--- src/hw/rtl/scp_pkg.sv ---
`default_nettype none

package scp_pkg;

	localparam int unsigned WholeW = 16;
	localparam int unsigned FracW  = 14;
	localparam int unsigned CountW = 3;

	localparam logic [WholeW-1:0] WHOLE_MAX = 16'd65535;
	localparam logic [FracW-1:0]  FRAC_MAX  = 14'd9999;
	localparam logic [CountW-1:0] COUNT_MAX = 3'd7;

	localparam logic [7:0] CH_LF    = 8'h0A;
	localparam logic [7:0] CH_CR    = 8'h0D;
	localparam logic [7:0] CH_ETX   = 8'h03;
	localparam logic [7:0] CH_POINT = 8'h2E;
	localparam logic [7:0] CH_QUERY = 8'h3F;
	localparam logic [7:0] CH_S     = 8'h53;
	localparam logic [7:0] CH_L_LO  = 8'h6C;
	localparam logic [7:0] CH_L_UP  = 8'h4C;
	localparam logic [7:0] CH_K_LO  = 8'h6B;
	localparam logic [7:0] CH_K_UP  = 8'h4B;
	localparam logic [7:0] CH_B_LO  = 8'h62;
	localparam logic [7:0] CH_B_UP  = 8'h42;
	localparam logic [7:0] CH_G_LO  = 8'h67;
	localparam logic [7:0] CH_G_UP  = 8'h47;

	localparam logic [7:0] STATUS_REQ  = 8'h30;
	localparam logic [7:0] STATUS_MORE = 8'h40;

	localparam int unsigned PAddrW = 3;
	localparam logic [PAddrW-1:0] REG_MODE = 3'd0;

	typedef enum logic [3:0] {
		ERR_OK         = 4'd0,
		ERR_STATUS_ONE = 4'd1,
		ERR_STATUS_TWO = 4'd2,
		ERR_STATUS_THR = 4'd3,
		ERR_TERM       = 4'd4,
		ERR_NO_POINT   = 4'd5,
		ERR_UNITS      = 4'd6,
		ERR_CRLF       = 4'd7,
		ERR_UNRECOG    = 4'd8
	} err_code_t;

	typedef enum logic [3:0] {
		PH_IDLE,
		PH_INT,
		PH_FRAC,
		PH_UNIT_L,
		PH_UNIT_K,
		PH_CR1,
		PH_LF1,
		PH_PREFIX,
		PH_ST1,
		PH_ST2,
		PH_ST3,
		PH_CR2,
		PH_ETX
	} phase_t;

	typedef struct packed {
		logic [WholeW-1:0] weight_whole;
		logic [FracW-1:0]  weight_fraction;
		logic [CountW-1:0] fraction_digit_count;
		logic              units_kg;
		logic [7:0]        status_one;
		logic [7:0]        status_two;
		logic [7:0]        status_three;
		logic              status_three_present;
		logic              extended_form;
		logic [3:0]        error_code;
	} result_t;

	typedef struct packed {
		logic valid;
		logic take;
	} stage_ctl_t;

	function automatic logic is_digit(input logic [7:0] b);
		return (b >= 8'h30) && (b <= 8'h39);
	endfunction

	function automatic logic status_ok(input logic [7:0] b);
		return (b & STATUS_REQ) == STATUS_REQ;
	endfunction

endpackage

`default_nettype wire

--- src/hw/rtl/scale_response_parser_top.sv ---
// Serial scale reply parser.
// Received bytes enter on the rx channel (rx_valid, rx_stall, rx_byte), one
// item per byte. An LF outside a frame opens a frame, and one result item per
// frame leaves on the res channel (res_valid, res_stall and the result fields)
// at ETX, at the first framing error, or at an unrecognized-command reply.
// Bytes pass through an input register and then a single stage of parsing
// logic into the result register. One byte per cycle is sustained while no
// result waits on res_stall, with the parse state and accumulators updated
// for each byte as it is taken.
// When res_stall holds a waiting result, at most one more byte is taken into
// the input register and then rx_stall rises until the result is taken.
// The response_mode register lies at byte address 0 of the APB port; write it
// only while no frame result is pending, as the block does not enforce this.
// Reset returns the parser to idle, clears all accumulators and results, and
// clears response_mode to weight mode.
`default_nettype none

module scale_response_parser_top (
	input  wire logic                       clk,
	input  wire logic                       arst_n,
	input  wire logic                       psel,
	input  wire logic                       penable,
	input  wire logic                       pwrite,
	input  wire logic [scp_pkg::PAddrW-1:0] paddr,
	input  wire logic [31:0]                pwdata,
	output logic [31:0]                     prdata,
	output logic                            pready,
	input  wire logic                       rx_valid,
	output logic                            rx_stall,
	input  wire logic [7:0]                 rx_byte,
	output logic                            res_valid,
	input  wire logic                       res_stall,
	output logic [15:0]                     weight_whole,
	output logic [13:0]                     weight_fraction,
	output logic [2:0]                      fraction_digit_count,
	output logic                            units_kg,
	output logic [7:0]                      status_one,
	output logic [7:0]                      status_two,
	output logic [7:0]                      status_three,
	output logic                            status_three_present,
	output logic                            extended_form,
	output logic [3:0]                      error_code
);
	import scp_pkg::*;

	logic       mode;
	logic       valid_s1;
	logic [7:0] rx_byte_s1;
	stage_ctl_t ctl;
	result_t    res;

	scp_cfg u_cfg (
		.clk           (clk),
		.arst_n        (arst_n),
		.psel          (psel),
		.penable       (penable),
		.pwrite        (pwrite),
		.paddr         (paddr),
		.pwdata        (pwdata),
		.prdata        (prdata),
		.pready        (pready),
		.response_mode (mode)
	);

	assign rx_stall = valid_s1 && !ctl.take;

	always_ff @(posedge clk or negedge arst_n) begin
		if (!arst_n) begin
			valid_s1 <= 1'b0;
		end else if (!rx_stall) begin
			valid_s1 <= rx_valid;
		end
	end

	always_ff @(posedge clk) begin
		if (rx_valid && !rx_stall) begin
			rx_byte_s1 <= rx_byte;
		end
	end

	scp_parser u_parser (
		.clk           (clk),
		.arst_n        (arst_n),
		.response_mode (mode),
		.in_valid      (valid_s1),
		.in_byte       (rx_byte_s1),
		.res_stall     (res_stall),
		.ctl           (ctl),
		.res_valid     (res_valid),
		.res           (res)
	);

	assign weight_whole         = res.weight_whole;
	assign weight_fraction      = res.weight_fraction;
	assign fraction_digit_count = res.fraction_digit_count;
	assign units_kg             = res.units_kg;
	assign status_one           = res.status_one;
	assign status_two           = res.status_two;
	assign status_three         = res.status_three;
	assign status_three_present = res.status_three_present;
	assign extended_form        = res.extended_form;
	assign error_code           = res.error_code;

	a_stall_needs_item: assert property (@(posedge clk) disable iff (!arst_n)
		rx_stall |-> valid_s1)
		else $error("input stalled with an empty input register");

	a_held_item_stable: assert property (@(posedge clk) disable iff (!arst_n)
		(valid_s1 && !ctl.take) |=> (valid_s1 && $stable(rx_byte_s1)))
		else $error("waiting item lost or changed in the input register");

	a_no_take_when_blocked: assert property (@(posedge clk) disable iff (!arst_n)
		(res_valid && res_stall) |-> !ctl.take)
		else $error("parser advanced while a result was blocked");

	a_take_needs_item: assert property (@(posedge clk) disable iff (!arst_n)
		ctl.take |-> ctl.valid)
		else $error("parser advanced without an item");

endmodule

`default_nettype wire

--- src/hw/rtl/scp_cfg.sv ---
`default_nettype none

module scp_cfg (
	input  wire logic                       clk,
	input  wire logic                       arst_n,
	input  wire logic                       psel,
	input  wire logic                       penable,
	input  wire logic                       pwrite,
	input  wire logic [scp_pkg::PAddrW-1:0] paddr,
	input  wire logic [31:0]                pwdata,
	output logic [31:0]                     prdata,
	output logic                            pready,
	output logic                            response_mode
);
	import scp_pkg::*;

	logic mode_q;
	logic hit;

	assign hit    = (paddr[PAddrW-1:2] == REG_MODE[PAddrW-1:2]);
	assign pready = 1'b1;

	always_ff @(posedge clk or negedge arst_n) begin
		if (!arst_n) begin
			mode_q <= 1'b0;
		end else if (psel && penable && pwrite && pready && hit) begin
			mode_q <= pwdata[0];
		end
	end

	assign prdata        = hit ? {31'd0, mode_q} : 32'd0;
	assign response_mode = mode_q;

endmodule

`default_nettype wire

--- src/hw/rtl/scp_parser.sv ---
`default_nettype none

module scp_parser (
	input  wire logic               clk,
	input  wire logic               arst_n,
	input  wire logic               response_mode,
	input  wire logic               in_valid,
	input  wire logic [7:0]         in_byte,
	input  wire logic               res_stall,
	output scp_pkg::stage_ctl_t     ctl,
	output logic                    res_valid,
	output scp_pkg::result_t        res
);
	import scp_pkg::*;

	phase_t phase_q, phase_d;

	logic [WholeW-1:0] whole_q;
	logic [FracW-1:0]  frac_q;
	logic [CountW-1:0] count_q;
	logic              units_q;
	logic [7:0]        st1_q, st2_q, st3_q;
	logic              st3_exp_q;
	logic              prefix_q;
	logic [1:0]        fault_q;

	logic       res_valid_q;
	result_t    res_q;

	logic       take;
	logic       emit;
	err_code_t  code;
	logic       do_clear, do_int, do_frac, do_units, do_prefix;
	logic       do_st1, do_st2, do_st3;
	logic       digit;

	logic [19:0]       int_sum;
	logic [17:0]       frac_sum;
	logic [WholeW-1:0] int_next;
	logic [FracW-1:0]  frac_next;

	assign take  = in_valid && (!res_valid_q || !res_stall);
	assign digit = is_digit(in_byte);

	always_comb begin
		phase_d = phase_q;
		unique case (phase_q)
			PH_IDLE: begin
				if (in_byte == CH_LF) phase_d = response_mode ? PH_PREFIX : PH_INT;
			end
			PH_INT: begin
				if (digit) phase_d = PH_INT;
				else if (in_byte == CH_POINT) phase_d = PH_FRAC;
				else phase_d = PH_IDLE;
			end
			PH_FRAC: begin
				if (digit) phase_d = PH_FRAC;
				else if (in_byte == CH_L_LO || in_byte == CH_L_UP) phase_d = PH_UNIT_L;
				else if (in_byte == CH_K_LO || in_byte == CH_K_UP) phase_d = PH_UNIT_K;
				else phase_d = PH_IDLE;
			end
			PH_UNIT_L: begin
				phase_d = (in_byte == CH_B_LO || in_byte == CH_B_UP) ? PH_CR1 : PH_IDLE;
			end
			PH_UNIT_K: begin
				phase_d = (in_byte == CH_G_LO || in_byte == CH_G_UP) ? PH_CR1 : PH_IDLE;
			end
			PH_CR1:    phase_d = (in_byte == CH_CR) ? PH_LF1 : PH_IDLE;
			PH_LF1:    phase_d = (in_byte == CH_LF) ? PH_PREFIX : PH_IDLE;
			PH_PREFIX: begin
				if (in_byte == CH_S) phase_d = PH_ST1;
				else if (in_byte == CH_QUERY && response_mode) phase_d = PH_IDLE;
				else phase_d = PH_ST2;
			end
			PH_ST1:    phase_d = PH_ST2;
			PH_ST2:    phase_d = ((in_byte & STATUS_MORE) != 8'd0) ? PH_ST3 : PH_CR2;
			PH_ST3:    phase_d = PH_CR2;
			PH_CR2:    phase_d = (in_byte == CH_CR) ? PH_ETX : PH_IDLE;
			PH_ETX:    phase_d = PH_IDLE;
			default:   phase_d = PH_IDLE;
		endcase
	end

	always_comb begin
		emit      = 1'b0;
		code      = ERR_OK;
		do_clear  = 1'b0;
		do_int    = 1'b0;
		do_frac   = 1'b0;
		do_units  = 1'b0;
		do_prefix = 1'b0;
		do_st1    = 1'b0;
		do_st2    = 1'b0;
		do_st3    = 1'b0;
		unique case (phase_q)
			PH_IDLE: do_clear = (in_byte == CH_LF);
			PH_INT: begin
				if (digit) begin
					do_int = 1'b1;
				end else if (in_byte != CH_POINT) begin
					emit = 1'b1;
					code = (in_byte == CH_QUERY) ? ERR_UNRECOG : ERR_NO_POINT;
				end
			end
			PH_FRAC: begin
				if (digit) begin
					do_frac = 1'b1;
				end else if (!(in_byte == CH_L_LO || in_byte == CH_L_UP ||
						in_byte == CH_K_LO || in_byte == CH_K_UP)) begin
					emit = 1'b1;
					code = ERR_UNITS;
				end
			end
			PH_UNIT_L: begin
				if (in_byte == CH_B_LO || in_byte == CH_B_UP) begin
					do_units = 1'b1;
				end else begin
					emit = 1'b1;
					code = ERR_UNITS;
				end
			end
			PH_UNIT_K: begin
				if (in_byte == CH_G_LO || in_byte == CH_G_UP) begin
					do_units = 1'b1;
				end else begin
					emit = 1'b1;
					code = ERR_UNITS;
				end
			end
			PH_CR1: begin
				emit = (in_byte != CH_CR);
				code = ERR_CRLF;
			end
			PH_LF1: begin
				emit = (in_byte != CH_LF);
				code = ERR_CRLF;
			end
			PH_PREFIX: begin
				if (in_byte == CH_S) begin
					do_prefix = 1'b1;
				end else if (in_byte == CH_QUERY && response_mode) begin
					emit = 1'b1;
					code = ERR_UNRECOG;
				end else begin
					do_st1 = 1'b1;
				end
			end
			PH_ST1: do_st1 = 1'b1;
			PH_ST2: do_st2 = 1'b1;
			PH_ST3: do_st3 = 1'b1;
			PH_CR2: begin
				emit = (in_byte != CH_CR);
				code = ERR_TERM;
			end
			PH_ETX: begin
				emit = 1'b1;
				code = (in_byte == CH_ETX) ? err_code_t'({2'd0, fault_q}) : ERR_TERM;
			end
			default: emit = 1'b0;
		endcase
	end

	assign int_sum   = ({4'd0, whole_q} << 3) + ({4'd0, whole_q} << 1) + {16'd0, in_byte[3:0]};
	assign int_next  = (int_sum > {4'd0, WHOLE_MAX}) ? WHOLE_MAX : int_sum[WholeW-1:0];
	assign frac_sum  = ({4'd0, frac_q} << 3) + ({4'd0, frac_q} << 1) + {14'd0, in_byte[3:0]};
	assign frac_next = (frac_sum > {4'd0, FRAC_MAX}) ? FRAC_MAX : frac_sum[FracW-1:0];

	always_ff @(posedge clk or negedge arst_n) begin
		if (!arst_n) begin
			phase_q   <= PH_IDLE;
			whole_q   <= '0;
			frac_q    <= '0;
			count_q   <= '0;
			units_q   <= 1'b0;
			st1_q     <= 8'd0;
			st2_q     <= 8'd0;
			st3_q     <= 8'd0;
			st3_exp_q <= 1'b0;
			prefix_q  <= 1'b0;
			fault_q   <= 2'd0;
		end else if (take) begin
			phase_q <= phase_d;
			if (do_clear) begin
				whole_q   <= '0;
				frac_q    <= '0;
				count_q   <= '0;
				units_q   <= 1'b0;
				st1_q     <= 8'd0;
				st2_q     <= 8'd0;
				st3_q     <= 8'd0;
				st3_exp_q <= 1'b0;
				prefix_q  <= 1'b0;
				fault_q   <= 2'd0;
			end
			if (do_int) whole_q <= int_next;
			if (do_frac) begin
				frac_q <= frac_next;
				if (count_q != COUNT_MAX) count_q <= count_q + 3'd1;
			end
			if (do_units) units_q <= (phase_q == PH_UNIT_K);
			if (do_prefix) prefix_q <= 1'b1;
			if (do_st1) begin
				st1_q <= in_byte;
				if (!status_ok(in_byte)) fault_q <= 2'd1;
			end
			if (do_st2) begin
				st2_q <= in_byte;
				if (!status_ok(in_byte)) fault_q <= 2'd2;
				if ((in_byte & STATUS_MORE) != 8'd0) st3_exp_q <= 1'b1;
			end
			if (do_st3) begin
				st3_q <= in_byte;
				if (!status_ok(in_byte)) fault_q <= 2'd3;
			end
		end
	end

	always_ff @(posedge clk or negedge arst_n) begin
		if (!arst_n) begin
			res_valid_q <= 1'b0;
		end else if (take && emit) begin
			res_valid_q <= 1'b1;
		end else if (!res_stall) begin
			res_valid_q <= 1'b0;
		end
	end

	always_ff @(posedge clk or negedge arst_n) begin
		if (!arst_n) begin
			res_q <= '0;
		end else if (take && emit) begin
			res_q.weight_whole         <= whole_q;
			res_q.weight_fraction      <= frac_q;
			res_q.fraction_digit_count <= count_q;
			res_q.units_kg             <= units_q;
			res_q.status_one           <= st1_q;
			res_q.status_two           <= st2_q;
			res_q.status_three         <= st3_q;
			res_q.status_three_present <= st3_exp_q;
			res_q.extended_form        <= prefix_q;
			res_q.error_code           <= code;
		end
	end

	assign ctl.valid = in_valid;
	assign ctl.take  = take;
	assign res_valid = res_valid_q;
	assign res       = res_q;

endmodule

`default_nettype wire

--- config.mk ---
export PLATFORM = sky130hd
export DESIGN_NAME = scale_response_parser_top
export DESIGN_NICKNAME = d
export VERILOG_FILES = /design/src/hw/rtl/scp_pkg.sv /design/src/hw/rtl/scale_response_parser_top.sv /design/src/hw/rtl/scp_cfg.sv /design/src/hw/rtl/scp_parser.sv
export SDC_FILE = /design/constraint.sdc
export NUM_CORES = 1
export LEC_CHECK = 0
export BUFFER_PORTS_ARGS = -buffer_cell sky130_fd_sc_hd__buf_4
export CAP_MARGIN = 40
export CORE_UTILIZATION = 25
export DETAILED_ROUTE_END_ITERATION = 10
export HOLD_SLACK_MARGIN = 0.12
export REMOVE_ABC_BUFFERS = 1
export SLEW_MARGIN = 20
export SYNTH_ARGS = -nofsm -noshare
export SYNTH_HDL_FRONTEND = slang
export SYNTH_SLANG_ARGS = --single-unit
--- constraint.sdc ---
create_clock -name clk -period 3.65 [get_ports clk]
set_clock_uncertainty 0.2 [all_clocks]
set_input_delay 0.73 -clock clk [delete_from_list [all_inputs] [get_ports clk]]
set_output_delay 0.73 -clock clk [all_outputs]
set_load 0.01 [all_outputs]
## Word level (Yosys, flattened, before mapping)

Cells that the tools add are included.

| storage, ports and cells | value |
|---|---|
| bits in registers | 141 |
| logic and storage cells | 185 |
| input bits | 50 |
| output and inout bits | 99 |

| cells by class | value |
|---|---|
| equality and inequality tests | 33 |
| add/subtract/negate cells | 5 |
| bitwise gates (word level) | 1 |
| magnitude comparators | 4 |
| reductions and logical operators | 38 |
| multiplexer cells | 79 |

Operators by type and width:

| cell | count |
|---|---|
| $eq 8x7->1 const B | 9 |
| $mux 4 | 13 |
| $mux 16 | 3 |
| $pmux 4 s12 | 1 |
| $mux 14 | 3 |
| $mux 3 | 13 |
| $mux 8 | 4 |
| $pmux 4 s8 | 1 |
| $mux 1 | 30 |
| $add 19x17->20 | 1 |
| $add 20x4->20 | 1 |
| $eq 4x4->1 const B | 5 |
| $gt 20x16->1 const B | 1 |
| $add 17x15->18 | 1 |
| $add 18x4->18 | 1 |
| $gt 18x14->1 const B | 1 |
| $eq 4x3->1 const B | 4 |
| $eq 8x4->1 const B | 2 |
| $eq 8x6->1 const B | 2 |
| $mux 2 | 8 |
| $ne 8x4->1 const B | 2 |
| $reduce_and 2->1 | 8 |
| $reduce_bool 2->1 | 7 |
| $logic_and 1x1->1 | 9 |
| 17 further kinds | 30 |

## Longest topological paths before layout

Gate-level depths: netlist of run 1.

| logic depth | value |
|---|---|
| word-level depth | 10 |
| depth in mapped cells | 11 |
| depth with buffers taken out | 11 |

## Modules after synthesis

A second synthesis of run 1 with hierarchy kept.

| second synthesis, totals | value |
|---|---|
| cell total of the unflattened synthesis | 855 |
| area total of the unflattened synthesis | 8757.1 um^2 |

Modules (own cells, without submodules):

| module | cells each | area an instance (um^2) | times used | seq. area each (um^2) |
|---|---|---|---|---|
| scp_parser | 804 | 8157.8 | 1 | 3278.1 |
| scp_cfg | 38 | 301.5 | 1 | 25.0 |
| scale_response_parser_top | 13 | 297.8 | 1 | 265.3 |

## Worst setup path after synthesis of run 1

Ideal clock, no wire load.

| path | value |
|---|---|
| kind | reg-to-reg |
| start point | register rx_byte_s1[3] |
| end point | register u_parser.frac_q[4] |
| slack | 0.024 ns |
| library setup time | 0.120 ns |
| data required time | 3.330 ns |
| arrival | 3.306 ns |
| path buffers | 0 |
| cell stages (with the launch flop) | 11 |
| clock period less this slack | 3.626 ns |
| cells stage by stage | edfxtp_1 inv_1 fa_1 fa_1 nand2b_1 a21o_1 a221oi_1 o211ai_1 a2111oi_1 o31ai_2 a31o_2 |

| between the ends | value |
|---|---|
| word-level cells in the longest chain between the ends | 6 |
| elaborated cells on any way between the ends | 13 |
| those cells by class | 1 x add/sub; 3 x order compare; 1 x eq/ne; 5 x mux; 3 x reduce/logical |

RTL lines:

| element | line | RTL |
|---|---|---|
| from (decl) | scale_response_parser_top.sv:48 | `logic [7:0] rx_byte_s1;` |
| from (signal assigned) | scale_response_parser_top.sv:77 | `rx_byte_s1 <= rx_byte;` |
| parallel branches: the longest is 6 deep, another holds $add 18x4->18 | - |  |
| to (signal assigned) | scp_parser.sv:197 | `frac_q <= frac_next;` |
| to (decl) | scp_parser.sv:19 | `logic [FracW-1:0] frac_q;` |

Parallel ways; which one is timed is not known.
A chain may end at the register's enable or synchronous reset.

## Worst setup path in the final report of run 1

Ends and elaborated chain as after synthesis.

==> results by group, run 1 <==
Route
  – Routed Wire Length: 21.3 mm
  – Drt initial violations: 357
  – Post-DRT Antenna Nets: 0
  – Via Count: 6486
  – Via/cell ratio: 4.67
  – # DRC: 0
  – Router iterations before antenna repair: 7
  – Wire per inst: 15.4 um

Worst hold path
  – Worst hold path type: reg -> reg
  – Min-delay src: u_parser.prefix_q

Floorplanning
  – Die X: 186 um
  – Initial core utilization: 0.257
  – IO Pins: 149
  – Full die area: 34600 um^2
  – # rows: 66
  – Core outline area: 32900 um^2
  – Height of the die: 186 um

Global route
  – Antenna violations before repair: 0
  – Gr ovfl total: 0
  – Largest net degree at the start of global routing: 60
  – Global-route wire length before repair: 34.3 mm
  – Total track usage: 0.128
  – Vias in the first global route: 6331

Synthesis
  – Post-synth EDFFs: 8
  – Post-Syn Area: 8460 um^2
  – Syn Area/Cell: 10.3 um^2
  – Distinct cells, synth: 72
  – Asr flop ratio synth: 0.943
  – Mapped Cells: 820
  – Largest family of logic cells by synthesized area: compound AO/OA/AOI/OAI gates
  – Seq/Total Area, Yosys: 0.422
  – Top FF cell, synth: dfrtp_1
  – Synth Area in Adders: 0.0983
  – Compound-cell area share of the yosys netlist: 0.154
  – Simple-Gate Fraction of Synth Area: 0.134
  – YS warnings: 0
  – Mux share of post-synthesis cell area: 0.104
  – Area share of xor/xnor cells in the synthesized design: 0.0218
  – Yosys reg bits: 141

Timing
  – Final setup viols: 0
  – Final worst setup slack: 0.144 ns
  – Relative slew slack: 0.544
  – Fin crit period: 3.51 ns
  – RSZ-0062 raised after global routing: true
  – Pins Over Slew Limit: 0
  – Peak Freq: 0.285 GHz
  – Final hold vios: 0
  – Worst Max-Slew Pin Slew: 0.682 ns
  – Final Cycle Share: 0.961

Place
  – Placed cell area: 9650 um^2
  – Post-place setup slack: 0.0367 ns
  – PortBufs: 83
  – DP HPWL: 15.3 mm
  – Gpl congestion: 0.859

Clock network
  – Root Buffer: clkbuf_16
  – CTS Buffer Depth: 2
  – Sink Count: 141
  – CTS clk-pin slew, worst paths: 0.07 ns
  – Worst skew pair latency: 0.43 ns
  – CTS tree: done
  – TritonCTS buffer count: 17
  – H-Tree Depth: 4

Cells and area
  – Number of fill cells in the layout: 3431
  – Share of cells above drive strength 1: 0.250
  – Multi-input gate area: 4500 um^2
  – FF/Latch Area: 3570 um^2
  – Area Overhead vs Synth: 22.2%
  – Fin area: 10300 um^2
  – Commonest cells after routing, fill and taps aside: dfrtp_1 (133), buf_4 (125), nand2_1 (91), a21oi_1 (79), ha_1 (60)
  – Most common cell after layout, fill and taps aside: dfrtp_1
  – Fin nets: 1048
  – Antenna Cells: 0
  – Final Util: 0.314

Setup path
  – Most common cell on crit path: buf_4
  – CP Launch Type: flop
  – RR Startpoint: rx_byte_s1[3]
  – CP max stage delay: 0.59 ns
  – CP Capture Type: flop
  – Family with the most delay on the worst path: compound AO/OA/AOI/OAI gates
  – Crit-path cells: inv_2 -> fa_1 -> inv_1 -> ha_1 -> a211oi_2 -> buf_4 -> o21a_1 -> o21ai_1 -> xnor2_1 -> a2111oi_2 -> buf_4 -> o31ai_2 -> buf_4 -> a31o_2
  – CP max stage cell: fa_1
  – Critical path launch point: rx_byte_s1[3]
  – WS Path Type: reg -> reg
  – Critical path required time: 3.78 ns
  – Worst path arrival time: 3.63 ns
  – Largest fanout on the critical path: 9
  – Buffers & Inverters on Critical Path: 5

Job
  – Max cap viols: 0

Pwr
  – Peak VDD IR: 273 uV
  – Leakage Power: 5.03 nW
  – Pwr Total: 7.11 mW
  – Cell Pwr Density: 688 nW/um^2

Run status
  – Outcome: finished, final reports clean
[Yosys cell counts (14+ instances only)]
cell / count / share of area
nor2_1: 34 / 0.015
a21o_1: 15 / 0.013
ha_1: 60 / 0.089
xnor2_1: 17 / 0.018
a21oi_1: 80 / 0.047
mux2_4: 50 / 0.089
clkbuf_1: 20 / 0.0089
nand3_1: 14 / 0.0083
nand2_1: 91 / 0.040
nor3_1: 35 / 0.021
o21ai_0: 52 / 0.031
inv_1: 18 / 0.0080
buf_4: 34 / 0.030
dfrtp_1: 133 / 0.39
[worst paths after layout]
| check | to | slack [ns] | depth (start not counted) |
|---|---|---|---|
| min reg2reg | u_parser.prefix_q | 0.29 | 2 |
| max | u_parser.frac_q[4] | 0.14 | 14 |
| max reg2reg | u_parser.frac_q[4] | 0.14 | 14 |
| min | u_parser.prefix_q | 0.29 | 2 |
| max in group asynchronous | u_parser.whole_q[8] | 1.90 | 3 |
| min in group asynchronous | u_parser.res[8] | 0.61 | 2 |
[repair_timing]
item / 4_1_cts / 5_1_grt
setup endpoints to repair: 0 / 30
setup buffers: 0 / 2
resized for setup: 0 / 13
hold buffers: 1 / 0
endpoints found under the hold margin: 48 / 0
[through the flow]
| step | std cells | hold slack [ns] | TNS [ns] |
|---|---|---|---|
| floorplan | 785 | 0.234 | -76.01 |
| global placement | 1354 | 0.274 | 0 |
| detailed placement | 1354 | 0.272 | 0 |
| CTS | 1387 | 0.273 | 0 |
| global route | 1389 | 0.265 | -0.0489 |
| finish | 1389 | 0.287 | 0 |
[where the power goes]
part | internal (mW) | leakage [nW] | total [mW] | switching, mW
logic | 1.41 | 2.86 | 3.00 | 1.59
clock network | 1.04 | 0.295 | 1.84 | 0.800
registers | 1.92 | 1.88 | 2.27 | 0.343
[worst reg2reg max path, cell delays in order, from the launching register on]
cell,delay [ns]
edfxtp_1,0.36
inv_2,0.06
fa_1,0.59
inv_1,0.06
ha_1,0.30
a211oi_2,0.22
buf_4,0.15
o21a_1,0.17
o21ai_1,0.10
xnor2_1,0.19
a2111oi_2,0.35
buf_4,0.17
o31ai_2,0.05
buf_4,0.19
a31o_2,0.25
[layer usage]
| layer | track usage | up-vias | wire length (um) |
|---|---|---|---|
| li1 | - | 3151 | - |
| met1 | 0.171 | 3139 | 9990 |
| met2 | 0.200 | 170 | 9810 |
| met3 | 0.0303 | 26 | 1200 |
| met4 | 0.0433 | 0 | 341 |
| met5 | 0 | - | 0 |
[sequential cells by signal (all words and copies together) (netlist names), 2 cells and up]
name / flops
u_parser.res: 64
u_parser.whole_q: 16
u_parser.frac_q: 14
rx_byte_s1: 8
u_parser.st1_q: 8
u_parser.st2_q: 8
u_parser.st3_q: 8
u_parser.phase_q: 4
u_parser.count_q: 3
u_parser.fault_q: 2
[cells by family after synthesis]
kind of cell | Yosys count
buffers and inverters | 84
muxes | 62
DFF | 141
other | 2
AOI/OAI and AO/OA | 213
and+or+nand+nor | 233
xor gates and xnor gates | 21
adders and majority gates | 64
[cell type report]
cell class	count	share of cell area
clock buffer	17	0.0412
clock inverter	15	0.0185
inverter	19	0.00690
multi-input combinational	625	0.436
sequential	141	0.345
tap	442	0.0535
timing repair buffer	130	0.0987
(Power assumes the default switching activity.)
==> run 2: changes to the inputs <==
- CAP_MARGIN: 40 -> 10
- GPL_TIMING_DRIVEN: unset -> 0
==> run 2 against run 1 <==
- sequential share of layout area shrank 0.27 points
- die area did not move
- clock power hardly changed
- maximum frequency fell by 1.4%
- critical endpoint is now u_parser.frac_q[5]
- largest power group unchanged
==> results by group, run 2 (synthesis gave the netlist of run 1 again) <==
Pwr
  – Leakage Power: 5.03 nW
  – Cell Pwr Density: 700 nW/um^2
  – Peak VDD IR: 325 uV
  – Pwr Total: 7.29 mW

Route
  – Met3 routed WL: 1.17 mm
  – Via Count: 6462
  – Router iterations before antenna repair: 5
  – Via/cell ratio: 4.71
  – Routed Wire Length: 21.5 mm
  – Wire per inst: 15.7 um
  – # DRC: 0
  – Metal2 WL: 9.90 mm
  – Drt initial violations: 432
  – Post-DRT Antenna Nets: 0
  – Met1 Wirelength: 10.1 mm
  – Max layer used: met4

Cells and area
  – Share of cells above drive strength 1: 0.250
  – Antenna Cells: 0
  – Largest register FFs: 64
  – Commonest cells after routing, fill and taps aside: dfrtp_1 (133), buf_4 (98), nand2_1 (91), a21oi_1 (77), ha_1 (59)
  – Fin area: 10400 um^2
  – Fin nets: 1030
  – Number of fill cells in the layout: 3375
  – Fin cells: 1371
  – Most common cell after layout, fill and taps aside: dfrtp_1
  – Area Overhead vs Synth: 23.1%
  – Final Util: 0.317

Global route
  – Vias in the first global route: 6137
  – Antenna violations before repair: 0
  – Gr ovfl total: 0
  – Total track usage: 0.128
  – Largest net degree at the start of global routing: 93
  – Global-route wire length before repair: 34.4 mm

Clock network
  – CTS tree: done
  – CTS clk-pin slew, worst paths: 0.07 ns
  – Root Buffer: clkbuf_16
  – TritonCTS buffer count: 17
  – Sink Count: 141
  – Worst skew pair latency: 0.43 ns
  – CTS Buffer Depth: 2
  – H-Tree Depth: 4

Floorplanning
  – Initial core utilization: 0.257
  – IO Pins: 149
  – # rows: 66
  – Height of the die: 186 um
  – Die X: 186 um
  – Core outline area: 32900 um^2
  – Full die area: 34600 um^2

Timing
  – Hold WS: 0.284 ns
  – Worst Max-Slew Pin Slew: 0.758 ns
  – Final hold vios: 0
  – Relative slew slack: 0.494
  – Final setup viols: 0
  – Final Cycle Share: 0.975
  – Setup TNS: 0 ns
  – Pins Over Slew Limit: 0
  – Peak Freq: 0.281 GHz
  – Final worst setup slack: 0.0929 ns
  – Fin crit period: 3.56 ns

Place
  – Post-place setup slack: -0.655 ns
  – PortBufs: 83
  – Gpl congestion: 0.851
  – DP HPWL: 15.1 mm
  – Placed Cells incl. Taps: 1321
  – Placed cell area: 9500 um^2

Setup path
  – Critical path required time: 3.77 ns
  – WS Path Type: reg -> reg
  – CP Launch Type: flop
  – Largest fanout on the critical path: 4
  – CP Capture Type: flop
  – Worst path arrival time: 3.67 ns

Worst hold path
  – Worst hold path type: reg -> reg

Run status
  – Outcome: finished, final reports clean

Job
  – Max cap viols: 0
run 2: cell type report:
type                            count  area (um^2)  share of cell area
Clock buffer                       19          433              0.0416
Clock inverter                     13          178              0.0171
Inverter                           19         71.3             0.00685
Multi-Input combinational cell    626         4630               0.445
Sequential cell                   141         3570               0.343
Tap cell                          442          553              0.0531
Timing Repair Buffer              111          978              0.0940
run 2: what timing repair did:
action / 4_1_cts / 5_1_grt
cloned: 0 / 1
setup endpoints to repair: 43 / 42
hold buffers: 1 / 0
hold endpoints to repair: 41 / 0
pin swaps: 2 / 13
setup buffers: 7 / 9
gates resized for setup: 12 / 15
run 2: path summary, 6_finish.rpt:
check | start | endpoint | slack (ns) | cells past startpoint
setup / recovery | u_parser.frac_q[1] | u_parser.frac_q[5] | 0.09 | 12
hold / removal | u_parser.prefix_q | u_parser.prefix_q | 0.28 | 2
setup reg to reg | u_parser.frac_q[1] | u_parser.frac_q[5] | 0.09 | 12
hold reg to reg | u_parser.prefix_q | u_parser.prefix_q | 0.28 | 2
max in group asynchronous | arst_n | u_parser.whole_q[0] | 1.87 | 3
min in group asynchronous | arst_n | u_parser.st3_q[2] | 0.59 | 2
run 2: where the power goes:
part | internal [mW] | switching [mW]
clock | 1.09 | 0.750
sequential | 1.93 | 0.365
combinational | 1.53 | 1.62
run 2: layer usage:
layer	vias to the layer above	global-route usage
met4	0	0.0344
li1	3123	-
met2	171	0.203
met1	3145	0.172
met5	-	0
met3	23	0.0317
run 2: critical path, cell delays in order, from the launching register on:
cell,delay [ns]
dfrtp_1,0.44
ha_1,0.32
ha_2,0.18
inv_1,0.06
fa_2,0.40
nand2b_4,0.15
a21o_1,0.21
a221oi_4,0.40
o211ai_1,0.20
a2111oi_4,0.33
buf_4,0.17
o31ai_2,0.10
a31o_2,0.28
